==> src/rtl/a2i_pkg.sv <==
// ----------------------------------------------------------------------------
// a2i_pkg
// Types and constants shared by the string-to-integer parser modules.
// ----------------------------------------------------------------------------
package a2i_pkg;

   localparam int MAX_STRING_LEN = 255;
   localparam int IDX_W          = $clog2(MAX_STRING_LEN + 1);

   localparam logic [5:0] BASE_MAX    = 6'd36;
   localparam logic [5:0] BASE_DEC    = 6'd10;
   localparam logic [5:0] BASE_HEX    = 6'd16;
   localparam logic [5:0] BASE_OCT    = 6'd8;
   localparam logic [5:0] DIGIT_NONE  = 6'd63;

   localparam logic [31:0] UNSIGNED_MAX = 32'hFFFF_FFFF;
   localparam logic [31:0] SIGNED_MAX   = 32'h7FFF_FFFF;
   localparam logic [31:0] SIGNED_MIN   = 32'h8000_0000;

   typedef struct packed {
      logic [7:0] char_code;
      logic       last;
   } req_type;

   typedef struct packed {
      logic [31:0] value;
      logic [7:0]  end_position;
      logic        range_error;
      logic        no_digits;
   } rsp_type;

   // One classified character as it waits between front and engine.
   typedef struct packed {
      logic             is_space;
      logic             is_minus;
      logic             is_plus;
      logic             is_zero;
      logic             is_x;
      logic [5:0]       digit;
      logic             last;
      logic [IDX_W-1:0] idx;
      logic [IDX_W-1:0] nxt;
   } cls_type;

   // Parser state captured at the end of a string.
   typedef struct packed {
      logic [31:0]      acc;
      logic [IDX_W-1:0] stop;
      logic             neg;
      logic             ovf;
      logic             dseen;
   } fin_type;

endpackage

==> src/rtl/a2i_front.sv <==
// ----------------------------------------------------------------------------
// a2i_front
// Accepts characters, classifies them, numbers them within the string and
// holds them in a two-entry queue for the parse engine.
// ----------------------------------------------------------------------------
module a2i_front import a2i_pkg::*; (
   input  logic    clock,
   input  logic    reset,
   input  logic    req_valid,
   output logic    req_stall,
   input  req_type req_data,
   output logic    q_valid,
   output cls_type q_data,
   input  logic    q_pop
);

   cls_type          q_ff [2];
   logic             wr_ptr_ff, wr_ptr_in;
   logic             rd_ptr_ff, rd_ptr_in;
   logic [1:0]       count_ff, count_in;
   logic [IDX_W-1:0] idx_ff, idx_in;
   logic             push;
   cls_type          cls;
   logic [7:0]       c;

   assign req_stall = (count_ff == 2'd2);
   assign push      = req_valid && !req_stall;
   assign q_valid   = (count_ff != 2'd0);
   assign q_data    = q_ff[rd_ptr_ff];

   always_comb begin
      c            = req_data.char_code;
      cls.is_space = (c == 8'h20) || (c >= 8'd9 && c <= 8'd13);
      cls.is_minus = (c == 8'h2D);
      cls.is_plus  = (c == 8'h2B);
      cls.is_zero  = (c == 8'h30);
      cls.is_x     = (c == 8'h78) || (c == 8'h58);
      if (c >= 8'h30 && c <= 8'h39) begin
         cls.digit = 6'(c - 8'h30);
      end else if (c >= 8'h41 && c <= 8'h5A) begin
         cls.digit = 6'(c - 8'h41 + 8'd10);
      end else if (c >= 8'h61 && c <= 8'h7A) begin
         cls.digit = 6'(c - 8'h61 + 8'd10);
      end else begin
         cls.digit = DIGIT_NONE;
      end
      cls.last = req_data.last;
      cls.idx  = idx_ff;
      cls.nxt  = (idx_ff == IDX_W'(MAX_STRING_LEN)) ? idx_ff : idx_ff + 1'b1;
   end

   always_comb begin
      wr_ptr_in = wr_ptr_ff;
      rd_ptr_in = rd_ptr_ff;
      count_in  = count_ff;
      idx_in    = idx_ff;
      if (push) begin
         wr_ptr_in = !wr_ptr_ff;
         idx_in    = req_data.last ? '0 : cls.nxt;
      end
      if (q_pop) begin
         rd_ptr_in = !rd_ptr_ff;
      end
      if (push && !q_pop) begin
         count_in = count_ff + 2'd1;
      end else if (!push && q_pop) begin
         count_in = count_ff - 2'd1;
      end
   end

   always_ff @(posedge clock) begin
      if (reset) begin
         wr_ptr_ff <= 1'b0;
         rd_ptr_ff <= 1'b0;
         count_ff  <= 2'd0;
         idx_ff    <= '0;
      end else begin
         wr_ptr_ff <= wr_ptr_in;
         rd_ptr_ff <= rd_ptr_in;
         count_ff  <= count_in;
         idx_ff    <= idx_in;
      end
   end

   always_ff @(posedge clock) begin
      if (push) begin
         q_ff[wr_ptr_ff] <= cls;
      end
   end

endmodule

==> src/rtl/a2i_engine.sv <==
// ----------------------------------------------------------------------------
// a2i_engine
// Parse engine: walks the sign, prefix and digit phases one character per
// cycle unless a string end waits for the capture slot, accumulates digits
// with overflow detection and captures the final state of each string.
// ----------------------------------------------------------------------------
module a2i_engine import a2i_pkg::*; (
   input  logic       clock,
   input  logic       reset,
   input  logic [5:0] number_base,
   input  logic       q_valid,
   input  cls_type    q_data,
   output logic       q_pop,
   output logic       fin_valid,
   output fin_type    fin_data,
   input  logic       fin_take
);

   localparam logic [2:0] PH_SKIP       = 3'd0;
   localparam logic [2:0] PH_AFTER_SIGN = 3'd1;
   localparam logic [2:0] PH_ZERO_PEND  = 3'd2;
   localparam logic [2:0] PH_DIGITS     = 3'd3;
   localparam logic [2:0] PH_DONE       = 3'd4;

   logic [2:0]       ph_ff, ph_in;
   logic [5:0]       base_ff, base_in;
   logic             neg_ff, neg_in;
   logic             dseen_ff, dseen_in;
   logic             ovf_ff, ovf_in;
   logic [31:0]      acc_ff, acc_in;
   logic [IDX_W-1:0] stop_ff, stop_in;
   logic             fin_valid_ff, fin_valid_in;
   fin_type          fin_ff, fin_in;

   logic             start;
   logic             take;
   logic [5:0]       tbase;
   logic [37:0]      prod;
   logic [38:0]      sum;

   // A string end can only leave the engine once the capture slot is free.
   assign q_pop     = q_valid && (!q_data.last || !fin_valid_ff || fin_take);
   assign fin_valid = fin_valid_ff;
   assign fin_data  = fin_ff;

   always_comb begin
      ph_in        = ph_ff;
      base_in      = base_ff;
      neg_in       = neg_ff;
      dseen_in     = dseen_ff;
      ovf_in       = ovf_ff;
      acc_in       = acc_ff;
      stop_in      = stop_ff;
      fin_in       = fin_ff;
      fin_valid_in = fin_valid_ff && !fin_take;
      start        = 1'b0;
      take         = 1'b0;
      tbase        = base_ff;
      prod         = '0;
      sum          = '0;

      if (q_pop) begin
         case (ph_ff)
            PH_SKIP: begin
               if (q_data.is_space) begin
                  ph_in = PH_SKIP;
               end else if (q_data.is_minus) begin
                  neg_in = 1'b1;
                  ph_in  = PH_AFTER_SIGN;
               end else if (q_data.is_plus) begin
                  ph_in = PH_AFTER_SIGN;
               end else begin
                  start = 1'b1;
               end
            end
            PH_AFTER_SIGN: begin
               start = 1'b1;
            end
            PH_ZERO_PEND: begin
               ph_in = PH_DIGITS;
               if (q_data.is_x) begin
                  if (base_ff == 6'd0) begin
                     base_in = BASE_HEX;
                  end
               end else begin
                  // The pending zero counts as a digit; the accumulator is still zero.
                  if (base_ff == 6'd0) begin
                     base_in = BASE_OCT;
                  end
                  dseen_in = 1'b1;
                  take     = 1'b1;
               end
            end
            PH_DIGITS: begin
               take = 1'b1;
            end
            default: begin
               ph_in = ph_ff;
            end
         endcase

         if (start) begin
            if (number_base == 6'd1 || number_base > BASE_MAX) begin
               ph_in = PH_DONE;
            end else if (q_data.is_zero &&
                         (number_base == 6'd0 || number_base == BASE_HEX)) begin
               base_in = number_base;
               ph_in   = PH_ZERO_PEND;
            end else begin
               base_in = (number_base == 6'd0) ? BASE_DEC : number_base;
               ph_in   = PH_DIGITS;
               take    = 1'b1;
            end
         end

         tbase = base_in;
         prod  = 38'(acc_ff) * 38'(tbase);
         sum   = 39'(prod) + 39'(q_data.digit);

         if (take) begin
            if (q_data.digit >= tbase) begin
               stop_in = q_data.idx;
               ph_in   = PH_DONE;
            end else begin
               dseen_in = 1'b1;
               if (!ovf_ff) begin
                  if (sum[38:32] != 7'd0) begin
                     ovf_in = 1'b1;
                  end else begin
                     acc_in = sum[31:0];
                  end
               end
            end
         end

         if (q_data.last) begin
            // The string ends as if a zero byte followed the last character.
            fin_in.acc   = acc_in;
            fin_in.neg   = neg_in;
            fin_in.ovf   = ovf_in;
            fin_in.dseen = dseen_in;
            fin_in.stop  = stop_in;
            if (ph_in == PH_ZERO_PEND) begin
               fin_in.dseen = 1'b1;
               fin_in.stop  = q_data.nxt;
            end else if (ph_in == PH_DIGITS) begin
               fin_in.stop = q_data.nxt;
            end
            fin_valid_in = 1'b1;
            ph_in        = PH_SKIP;
            base_in      = 6'd0;
            neg_in       = 1'b0;
            dseen_in     = 1'b0;
            ovf_in       = 1'b0;
            acc_in       = '0;
            stop_in      = '0;
         end
      end
   end

   always_ff @(posedge clock) begin
      if (reset) begin
         ph_ff        <= PH_SKIP;
         base_ff      <= 6'd0;
         neg_ff       <= 1'b0;
         dseen_ff     <= 1'b0;
         ovf_ff       <= 1'b0;
         acc_ff       <= '0;
         stop_ff      <= '0;
         fin_valid_ff <= 1'b0;
      end else begin
         ph_ff        <= ph_in;
         base_ff      <= base_in;
         neg_ff       <= neg_in;
         dseen_ff     <= dseen_in;
         ovf_ff       <= ovf_in;
         acc_ff       <= acc_in;
         stop_ff      <= stop_in;
         fin_valid_ff <= fin_valid_in;
      end
   end

   always_ff @(posedge clock) begin
      fin_ff <= fin_in;
   end

endmodule

==> src/rtl/a2i_format.sv <==
// ----------------------------------------------------------------------------
// a2i_format
// Turns a captured parse state into the result item: limit checks,
// saturation, negation, and the output register.
// ----------------------------------------------------------------------------
module a2i_format import a2i_pkg::*; (
   input  logic    clock,
   input  logic    reset,
   input  logic    signed_mode,
   input  logic    fin_valid,
   input  fin_type fin_data,
   output logic    fin_take,
   output logic    rsp_valid,
   input  logic    rsp_stall,
   output rsp_type rsp_data
);

   logic    rsp_valid_ff, rsp_valid_in;
   rsp_type rsp_data_ff;
   rsp_type res;
   logic    over_signed;

   assign fin_take  = fin_valid && (!rsp_valid_ff || !rsp_stall);
   assign rsp_valid = rsp_valid_ff;
   assign rsp_data  = rsp_data_ff;

   always_comb begin
      over_signed     = fin_data.neg ? (fin_data.acc > SIGNED_MIN)
                                     : (fin_data.acc > SIGNED_MAX);
      res.value       = fin_data.acc;
      res.end_position = fin_data.stop[7:0];
      res.range_error = 1'b0;
      res.no_digits   = 1'b0;
      if (!fin_data.dseen) begin
         res.value        = '0;
         res.end_position = '0;
         res.no_digits    = 1'b1;
      end else if (fin_data.ovf && !signed_mode) begin
         res.value       = UNSIGNED_MAX;
         res.range_error = 1'b1;
      end else if (signed_mode && (fin_data.ovf || over_signed)) begin
         res.value       = fin_data.neg ? SIGNED_MIN : SIGNED_MAX;
         res.range_error = 1'b1;
      end else if (fin_data.neg) begin
         res.value = 32'd0 - fin_data.acc;
      end
   end

   always_comb begin
      rsp_valid_in = rsp_valid_ff;
      if (fin_take) begin
         rsp_valid_in = 1'b1;
      end else if (!rsp_stall) begin
         rsp_valid_in = 1'b0;
      end
   end

   always_ff @(posedge clock) begin
      if (reset) begin
         rsp_valid_ff <= 1'b0;
      end else begin
         rsp_valid_ff <= rsp_valid_in;
      end
   end

   always_ff @(posedge clock) begin
      if (fin_take) begin
         rsp_data_ff <= res;
      end
   end

endmodule

==> src/rtl/ascii_to_integer_parser_core.sv <==
// ----------------------------------------------------------------------------
// ascii_to_integer_parser_core
// Streaming string-to-integer parser (32-bit, unsigned or signed): one
// character per item, one result item after the character marked last.
// ----------------------------------------------------------------------------
//   Port group   Direction  Carries
//   req_*        in         one character and its last flag per item
//   rsp_*        out        value, end position, range and no-digit flags
//   APB          in/out     number_base (0x0) and signed_mode (0x4)
//
// The block takes one character every cycle while req_stall is low. A result
// is registered in the queue, then in the engine's capture slot with the end
// state, then in the output register. The engine's multiply-accumulate
// (accumulator times base plus digit) sets the clock-to-clock path. Reset
// clears the control state; the queue, capture slot and output data are not
// reset. A stalled result holds the output register; the capture slot and
// the two-entry queue then fill before req_stall rises.
// ----------------------------------------------------------------------------
module ascii_to_integer_parser_core import a2i_pkg::*; (
   input  logic        clock,
   input  logic        reset,
   input  logic        req_valid,
   output logic        req_stall,
   input  req_type     req_data,
   output logic        rsp_valid,
   input  logic        rsp_stall,
   output rsp_type     rsp_data,
   input  logic        psel,
   input  logic        penable,
   input  logic        pwrite,
   input  logic [2:0]  paddr,
   input  logic [31:0] pwdata,
   output logic [31:0] prdata,
   output logic        pready
);

   localparam logic REG_NUMBER_BASE = 1'b0;
   localparam logic REG_SIGNED_MODE = 1'b1;

   logic [5:0] base_ff, base_in;
   logic       smode_ff, smode_in;
   logic       wr_en;
   logic       q_valid;
   cls_type    q_data;
   logic       q_pop;
   logic       fin_valid;
   fin_type    fin_data;
   logic       fin_take;

   assign pready = 1'b1;
   assign wr_en  = psel && penable && pwrite && pready;

   always_comb begin
      base_in  = base_ff;
      smode_in = smode_ff;
      if (wr_en) begin
         if (paddr[2] == REG_NUMBER_BASE) begin
            base_in = pwdata[5:0];
         end else begin
            smode_in = pwdata[0];
         end
      end
   end

   always_comb begin
      if (paddr[2] == REG_SIGNED_MODE) begin
         prdata = {31'd0, smode_ff};
      end else begin
         prdata = {26'd0, base_ff};
      end
   end

   always_ff @(posedge clock) begin
      if (reset) begin
         base_ff  <= 6'd0;
         smode_ff <= 1'b0;
      end else begin
         base_ff  <= base_in;
         smode_ff <= smode_in;
      end
   end

   a2i_front u_front (
      .clock     (clock),
      .reset     (reset),
      .req_valid (req_valid),
      .req_stall (req_stall),
      .req_data  (req_data),
      .q_valid   (q_valid),
      .q_data    (q_data),
      .q_pop     (q_pop)
   );

   a2i_engine u_engine (
      .clock       (clock),
      .reset       (reset),
      .number_base (base_ff),
      .q_valid     (q_valid),
      .q_data      (q_data),
      .q_pop       (q_pop),
      .fin_valid   (fin_valid),
      .fin_data    (fin_data),
      .fin_take    (fin_take)
   );

   a2i_format u_format (
      .clock       (clock),
      .reset       (reset),
      .signed_mode (smode_ff),
      .fin_valid   (fin_valid),
      .fin_data    (fin_data),
      .fin_take    (fin_take),
      .rsp_valid   (rsp_valid),
      .rsp_stall   (rsp_stall),
      .rsp_data    (rsp_data)
   );

endmodule
==> config.mk <==
export PLATFORM = sky130hd
export DESIGN_NAME = ascii_to_integer_parser_core
export DESIGN_NICKNAME = d
export VERILOG_FILES = /design/src/rtl/a2i_pkg.sv /design/src/rtl/a2i_front.sv /design/src/rtl/a2i_engine.sv /design/src/rtl/a2i_format.sv /design/src/rtl/ascii_to_integer_parser_core.sv
export SDC_FILE = /design/constraint.sdc
export NUM_CORES = 1
export LEC_CHECK = 0
export ABC_AREA = 1
export BUFFER_PORTS_ARGS = -buffer_cell sky130_fd_sc_hd__buf_2
export CORE_MARGIN = 3
export CORE_UTILIZATION = 55
export CTS_CLUSTER_DIAMETER = 200
export DETAILED_ROUTE_END_ITERATION = 10
export PLACE_DENSITY_LB_ADDON = 0.25
export SYNTH_ARGS = -nofsm -noshare
export SYNTH_HDL_FRONTEND = slang
export SYNTH_SLANG_ARGS = --single-unit
export TNS_END_PERCENT = 20
==> constraint.sdc <==
create_clock -name clock -period 8.6 [get_ports clock]
set_clock_uncertainty 0.1 [all_clocks]
set_input_delay 1.72 -clock clock [delete_from_list [all_inputs] [get_ports clock]]
set_output_delay 1.72 -clock clock [all_outputs]
set_load 0.02 [all_outputs]
==> flow_summary.ini, run 1 <==
[logic_synthesis]
synth-edff-count = 141
synth_top_cell_by_area = edfxtp_1
yosysWarnings = 0
synth_cell_types = 54
synth_area_leaders = edfxtp_1, fa_1, nand2_1, dfxtp_1, ha_1
ys_seq_area_frac = 0.328
async_flop_share = 0
netlist_area_sq_um = 17400
syn_inst = 2170
synth_top_area_frac = 0.243
synth_ff_type = edfxtp_1
synth.avg_cell_area_sq_um = 8.02
ys_seq_elements = 215

[cells_and_area]
num-nets-final = 2487
diodes = 0
fill_cells = 2765
area_growth_pct = 7.47
layout-drive-gt1-share = 0.0755
stdcell_area_sq_um = 18700
fin_cells = 2621
utilization = 0.605

[setup_path]
start_kind = flip-flop
endpoint = u_engine.fin_data[14]
crit_path_end_kind = flip-flop
slowest_stage = nor2_4
cp_data_required_time_ps = 8780
timing.rr.end = u_engine.fin_data[14]
critPathMaxFanout = 33
critPathKind = flip-flop to flip-flop
r2r_cells = 33
path_common_cell = nand2_1
rrSetupSlack_ps = 550
worstPathArrival_ps = 8230
critPathMaxStageDelay_ps = 710

[clock_tree]
clockBufferDepth = 3
clk_pin_slew_ps = 60
cts_buffers = 24
post_cts_buffers = 0
insertion_delay_ps = 530
clock-sinks = 215
cts_hold_buf = 0
cts-root-buf = clkbuf_16
cts_tree = built
postCtsResizedCells = 0
htreeDepth = 1

[routing]
ant_nets = 0
vias_per_cell = 5.46
dr.first_iter.drc_count = 950
first_pass_iters = 5
drc = 0
wl_per_cell_um = 16.1
drt_wl_total_mm = 42.1
num_vias = 14300

[placement]
dp_hpwl_mm = 31.8
gp_congestion = 0.954
io_buffers = 72
post-place-cells = 2577
post_dp_cell_area_sq_um = 17900

[global_route]
antenna_found_initial = 0
grt_max_degree = 62
grt_pass1_wl_mm = 68.0
grtUsageTotal = 0.248
overflow = 0
grt_pass1_vias = 13900

[sta]
period_share = 0.936
fin_setup_tns_ps = 0
slew_viol_final = 0
hold_violations = 0
setup_violations = 0
finalCriticalPeriod_ps = 8050
max_slew_margin = 0.185
rsz0062_at_grt = no
max_freq_mhz = 124
worst_pin_slew_ps = 1210

[outcome]
status = complete, no violations

[floorplanning]
die_h_um = 184
fp.coreArea_sq_um = 30900
core.rowCount = 64
start_util = 0.563
boundaryPins = 128
die_x_um = 184
dieArea_sq_um = 33800

[worst_hold_path]
hp-class = flip-flop to flip-flop

[pwr]
powerDensity_nw_per_um2 = 229
p_leak_nw = 8.82
ir_drop_v = 0.000159
total_power_mw = 4.28

[flow_run]
maxCapViolCount = 0
[sequential cells by signal (all words and copies together), names as in the netlist, named ones only]
| register | cells |
|---|---|
| u_engine.stop_ff | 8 |
| u_engine.base_ff | 6 |
| u_engine.acc_ff | 32 |
| u_front.wr_ptr_ff | 1 |
| u_engine.ph_ff | 3 |
| u_format.rsp_data | 42 |
| u_engine.dseen_ff | 1 |
| u_front.rd_ptr_ff | 1 |
| base_ff | 6 |
| u_front.count_ff | 2 |
| u_engine.fin_data | 43 |
| u_format.rsp_valid | 1 |
| u_engine.ovf_ff | 1 |
| smode_ff | 1 |
| u_engine.neg_ff | 1 |
| u_front.idx_ff | 8 |
| u_front.q_ff | 56 |
| u_engine.fin_valid | 1 |
[per-stage QoR]
step                hold slack (ps)  setup WS [ps]
floorplan                       326           2490
global placement                336            755
detailed placement              347            662
CTS                             366            642
global route                    382           50.5
finish                          367            548
[area by class of cell]
type | count | area (sq um) | area share
clock buffers | 27 | 642 | 0.0343
clock inverters | 17 | 180 | 0.00963
inverters | 275 | 1030 | 0.0552
multi-input cells | 1605 | 10200 | 0.544
flip-flops and latches | 215 | 5720 | 0.305
well taps | 396 | 495 | 0.0265
repair buffers | 86 | 465 | 0.0249
[how the worst min path moves through the flow]
stage / startpoint / end / cells past startpoint
6_report: u_engine.dseen_ff / u_engine.dseen_ff / 2
5_1_grt: u_engine.acc_ff[3] / u_engine.acc_ff[3] / 2
4_1_cts: u_engine.neg_ff / u_engine.neg_ff / 2
3_5_place_dp: u_engine.neg_ff / u_engine.neg_ff / 2
3_3_place_gp: u_front.rd_ptr_ff / u_front.rd_ptr_ff / 1
2_1_floorplan: u_front.rd_ptr_ff / flip-flop / 1
[per-layer routing]
metal | part of all wire | vias to the layer above | global-route usage
met1 | 0.44 | 6787 | 0.332
met3 | 0.063 | 77 | 0.0386
met2 | 0.46 | 450 | 0.416
li1 | - | 7007 | -
met4 | 0.029 | 0 | 0.0780
met5 | 0 | - | 0
[cell usage after synthesis, drive strengths merged, types with 28 or more instances]
cell and n:
o21ai 74, clkbuf 41, fa 124, ha 105, dfxtp 74, nor2 305, nand2 520, buf 59
nand3 94, a21oi 167, nand4 41, inv 273, nor3 28, edfxtp 141
[power breakdown]
| part | switching, mW | internal (mW) | total [mW] |
|---|---|---|---|
| combinational | 1.27 | 0.452 | 1.72 |
| clock | 0.423 | 0.629 | 1.05 |
| sequential | 0.122 | 1.38 | 1.51 |
[cell families after synthesis]
family	Yosys count	share of synthesized area
other cells	2	0.000431
simple gates	1021	0.246
xor+xnor	39	0.0196
flops	215	0.328
fa+ha+maj	229	0.218
buf+inv	375	0.0947
mux	18	0.0104
compound gates	271	0.0821
[cell usage in the layout (no fill, tap or decap), types with 24 or more instances in the layout]
master,count
edfxtp_1,141
buf_2,72
conb_1,27
clkbuf_16,24
dfxtp_1,74
a21oi_1,166
inv_1,271
nand2_1,513
xor2_1,25
nor3_1,26
o21ai_0,68
nor2_1,295
nand4_1,40
fa_1,124
nand3_1,91
ha_1,105
[critical path: cells and delay by family, from the launching register on]
family                   cells  cell delay, ps
buffers and inverters        7            1090
AO/OA/AOI/OAI                2             390
flip-flops                   1             620
adder cells (fa/ha/maj)      5            2420
AND/OR/NAND/NOR             19            3150
Power figures use the tool's default switching activity.
==> run 2, diff against run 1 <==
==> constraint.sdc (replaced) <==
create_clock -name clock -period 8.6 [get_ports clock]
set_clock_uncertainty 0.1 [all_clocks]
set_input_delay 0 -clock clock [delete_from_list [all_inputs] [get_ports clock]]
set_output_delay 0 -clock clock [all_outputs]
set_load 0.02 [all_outputs]
==> flow_summary.ini, run 2 (synthesized netlist as in run 1, its figures left out) <==
[clock_tree]
cts_buffers = 23
clock-sinks = 215
htreeDepth = 1
insertion_delay_ps = 530
clk_pin_slew_ps = 70
cts-root-buf = clkbuf_16
clockBufferDepth = 3
post_cts_buffers = 0
cts_tree = built

[pwr]
ir_drop_v = 0.000182
powerDensity_nw_per_um2 = 223
p_leak_nw = 8.89
total_power_mw = 4.22

[setup_path]
worstPathArrival_ps = 7980
crit_path_end_kind = flip-flop
path_common_cell = nand2_1
timing.critical_path.buf_inv = 9
critPathKind = flip-flop to flip-flop
critPathTopFamily = simple AND/OR/NAND/NOR gates
critPathMaxFanout = 33
cp_data_required_time_ps = 8780
slowest_stage = nor2_4
critPathMaxStageDelay_ps = 730
start_kind = flip-flop

[cells_and_area]
diodes = 0
fin_cells = 2648
layout_commonest_cell = nand2_1
regMostFlops = u_front.q_ff
final_cell_mix = nand2_1, nor2_1, inv_1, a21oi_1, edfxtp_1
num-nets-final = 2515
area_growth_pct = 8.51
layout-drive-gt1-share = 0.0733
largest_reg_flops = 56

[routing]
first_pass_iters = 5
vias_per_cell = 5.51
dr.first_iter.drc_count = 994
num_vias = 14600
ant_nets = 0
drt_wl_total_mm = 43.7
drc = 0
wl_per_cell_um = 16.5

[sta]
setup_violations = 0
period_share = 0.907
hold_ws_ps = 12.8
fin_setup_tns_ps = 0
finalCriticalPeriod_ps = 7800
max_freq_mhz = 128
hold_violations = 0
slew_viol_final = 0
max_slew_margin = 0.143
rsz0062_at_grt = no
worst_pin_slew_ps = 1270

[global_route]
overflow = 0
grt_max_degree = 62
grt_pass1_vias = 14700
grt_pass1_wl_mm = 72.1
antenna_found_initial = 0
grtUsageTotal = 0.262

[worst_hold_path]
hp-class = input pin to flip-flop

[floorplanning]
boundaryPins = 128
die_x_um = 184
start_util = 0.563
core.rowCount = 64
fp.coreArea_sq_um = 30900
dieArea_sq_um = 33800
die_h_um = 184

[placement]
gp_congestion = 0.949
post-place-cells = 2579
io_buffers = 72
dp_hpwl_mm = 32.8

[flow_run]
maxCapViolCount = 0

[outcome]
status = complete, no violations
[run 2: cell types whose count changed in the layout (fill, tap and decap cells not counted), sizes merged]
cell	change
bufinv	-2
dlygate4sd3	+27
clkbuf	-1
clkinvlp	+2
buf	+2
inv	-1
[run 2: worst min-delay path, stage by stage]
cell and delay (ps):
buf_2 100, buf_4 330, nor2_1 170
[run 2: power by group]
group / switching [mW] / leakage [nW] / internal (mW) / total [mW]
registers: 0.125 / 1.92 / 1.38 / 1.51
logic: 1.29 / 6.63 / 0.469 / 1.76
clock network: 0.415 / 0.346 / 0.532 / 0.947
total: 1.83 / 8.89 / 2.39 / 4.22
[run 2: final cells by class]
class	instances	area, sq um
fillers	2731	12000
multi-input cells	1605	10200
flip-flops and latches	215	5720
inverters	275	1030
repair buffers	115	751
clock buffers	26	597
well taps	396	495
clock inverters	16	120
[run 2: path summary, 6_finish.rpt]
check / end / depth (start not counted) / startpoint / slack, ps
worst max-delay path: u_engine.fin_data[14] / 35 / flip-flop / 800
worst min-delay path: u_engine.fin_valid / 3 / reset / 10
worst max register to register: u_engine.fin_data[14] / 35 / flip-flop / 800
worst min register to register: u_engine.stop_ff[4] / 2 / u_engine.stop_ff[4] / 370
[run 2: layer usage]
layer	wire (um)	global-route usage
met1	18400	0.345
met4	1530	0.0940
met5	0	0
met3	3160	0.0406
met2	20600	0.440
[run 2: timing repair]
action	in CTS	in global routing
gates resized for setup	0	1
endpoints found under the hold margin	41	0
endpoints found under the setup margin	0	15
hold buffers	27	0
[run 2: per-stage QoR]
step | worst slack, ps | util | area (sq um)
global route | 174 | 0.611 | 18900
detailed placement | 788 | 0.579 | 17900
finish | 800 | 0.611 | 18900
floorplan | 2490 | - | 17500
global placement | 895 | 0.579 | 17900
CTS | 682 | 0.611 | 18900
==> run 3, diff against run 2 <==
--- a/config.mk
+++ b/config.mk
@@ -8,7 +8,7 @@
 export ABC_AREA = 1
 export BUFFER_PORTS_ARGS = -buffer_cell sky130_fd_sc_hd__buf_2
 export CORE_MARGIN = 3
-export CORE_UTILIZATION = 55
+export CORE_UTILIZATION = 43
 export CTS_CLUSTER_DIAMETER = 200
 export DETAILED_ROUTE_END_ITERATION = 10
 export PLACE_DENSITY_LB_ADDON = 0.25
==> flow_summary.ini, run 3 (synthesized netlist as in run 1, its figures left out) <==
[pwr]
p_switching_mw = 1.83
total_power_mw = 4.34
internal_power_mw = 2.51
powerDensity_nw_per_um2 = 226
seq_power_share = 0.348
combPwrFrac = 0.404
p_sw_frac = 0.421
p_leak_nw = 8.97
ir_drop_v = 0.000215
pwr-share-clk = 0.248

[setup_path]
slowest_stage = nor2_4
critPathTopFamily = simple AND/OR/NAND/NOR gates
worstPathArrival_ps = 8390
start_kind = flip-flop
rrSetupSlack_ps = 550
timing.rr.end = u_engine.acc_ff[17]
r2r_cells = 32
timing.critical_path.buf_inv = 8
endpoint = u_engine.acc_ff[17]
critPathMaxFanout = 33
critPathMaxStageDelay_ps = 630
crit_path_end_kind = flip-flop
cp_num_cells = 32
critPathKind = flip-flop to flip-flop
cp_data_required_time_ps = 8950

[floorplanning]
dieArea_sq_um = 42900
die_h_um = 207
boundaryPins = 128
start_util = 0.437
fp.coreArea_sq_um = 39800
die_x_um = 207
core.rowCount = 73

[cells_and_area]
layout-drive-gt1-share = 0.0753
final_cell_mix = nand2_1, nor2_1, inv_1, a21oi_1, edfxtp_1
fin_cells = 2783
diodes = 0
stdcell_area_sq_um = 19200
regMostFlops = u_front.q_ff
layout_commonest_cell = nand2_1
utilization = 0.483
area_growth_pct = 10.4
largest_reg_flops = 56
num-nets-final = 2520

[global_route]
grt_max_degree = 62
grt_pass1_vias = 14400
grt_pass1_wl_mm = 72.8
grtUsageTotal = 0.201
antenna_found_initial = 0
overflow = 0

[sta]
slew_viol_final = 0
post-route-worst-setup-slack_ps = 553
max_freq_mhz = 124
fin_setup_tns_ps = 0
finalCriticalPeriod_ps = 8050
setup_violations = 0
hold_ws_ps = 25.1
period_share = 0.936
rsz0062_at_grt = yes
hold_violations = 0
worst_pin_slew_ps = 1130
max_slew_margin = 0.234

[clock_tree]
clock-sinks = 215
cts_buffers = 24
clockBufferDepth = 3
insertion_delay_ps = 520
htreeDepth = 1
cts_tree = built
cts-root-buf = clkbuf_16
clk_pin_slew_ps = 60

[outcome]
status = complete, no violations

[placement]
io_buffers = 72
post_dp_cell_area_sq_um = 18100
dp_hpwl_mm = 33.3
gp_congestion = 0.900
dp_slack_ps = 539
post-place-cells = 2707

[routing]
drt_wl_total_mm = 43.7
dr.first_iter.drc_count = 976
ant_nets = 0
first_pass_iters = 5
drc = 0
vias_per_cell = 5.19
num_vias = 14400
wl_per_cell_um = 15.7

[flow_run]
maxCapViolCount = 0

[worst_hold_path]
hp-class = input pin to flip-flop
holdCritStartpoint = reset
[run 3: metal layers]
metal / routed length [um] / track usage / vias to the layer above
li1: - / - / 7079
met1: 19400 / 0.267 / 6891
met2: 21000 / 0.347 / 385
met3: 2010 / 0.0212 / 76
met4: 1300 / 0.0627 / 0
met5: 0 / 0 / -
[run 3: worst min-delay path by stage]
stage | endpoint | slack, ps | depth (start not counted)
5_1_grt | u_front.idx_ff[1] | 80 | 3
6_report | u_engine.fin_valid | 30 | 3
3_3_place_gp | u_front.q_ff[1][16] | 140 | 1
2_1_floorplan | u_front.q_ff[0][16] | -1 | 0
3_5_place_dp | u_front.q_ff[1][16] | 140 | 1
4_1_cts | u_engine.fin_valid | 10 | 3
[run 3: tightest hold or removal path, delay by kind of cell]
kind	cells	cell delay (ps)
buffers and inverters	2	420
and+or+nand+nor	1	170
[run 3: area by class of cell]
| type | instances | area [sq um] |
|---|---|---|
| Fill cell | 3863 | 20600 |
| Multi-Input combinational cell | 1606 | 10200 |
| Sequential cell | 215 | 5720 |
| Inverter | 275 | 1030 |
| Timing Repair Buffer | 118 | 793 |
| Clock buffer | 34 | 699 |
| Tap cell | 525 | 657 |
| Clock inverter | 10 | 140 |
[run 3: power by group through the flow]
| stage | Combinational, mW | Sequential (mW) | Clock, mW |
|---|---|---|---|
| CTS | 1.75 | 1.51 | 1.10 |
| finish | 1.75 | 1.51 | 1.08 |
| global route | 1.96 | 1.53 | 1.15 |
| floorplan | 1.21 | 1.53 | 0 |
| global placement | 1.70 | 1.52 | 0 |
| detailed placement | 1.73 | 1.53 | 0 |
[run 3: what timing repair did]
item / 4_1_cts / 5_1_grt
resized for setup: 0 / 1
setup buffers: 0 / 1
setup endpoints to repair: 0 / 32
endpoints found under the hold margin: 47 / 0
hold buffers: 30 / 0
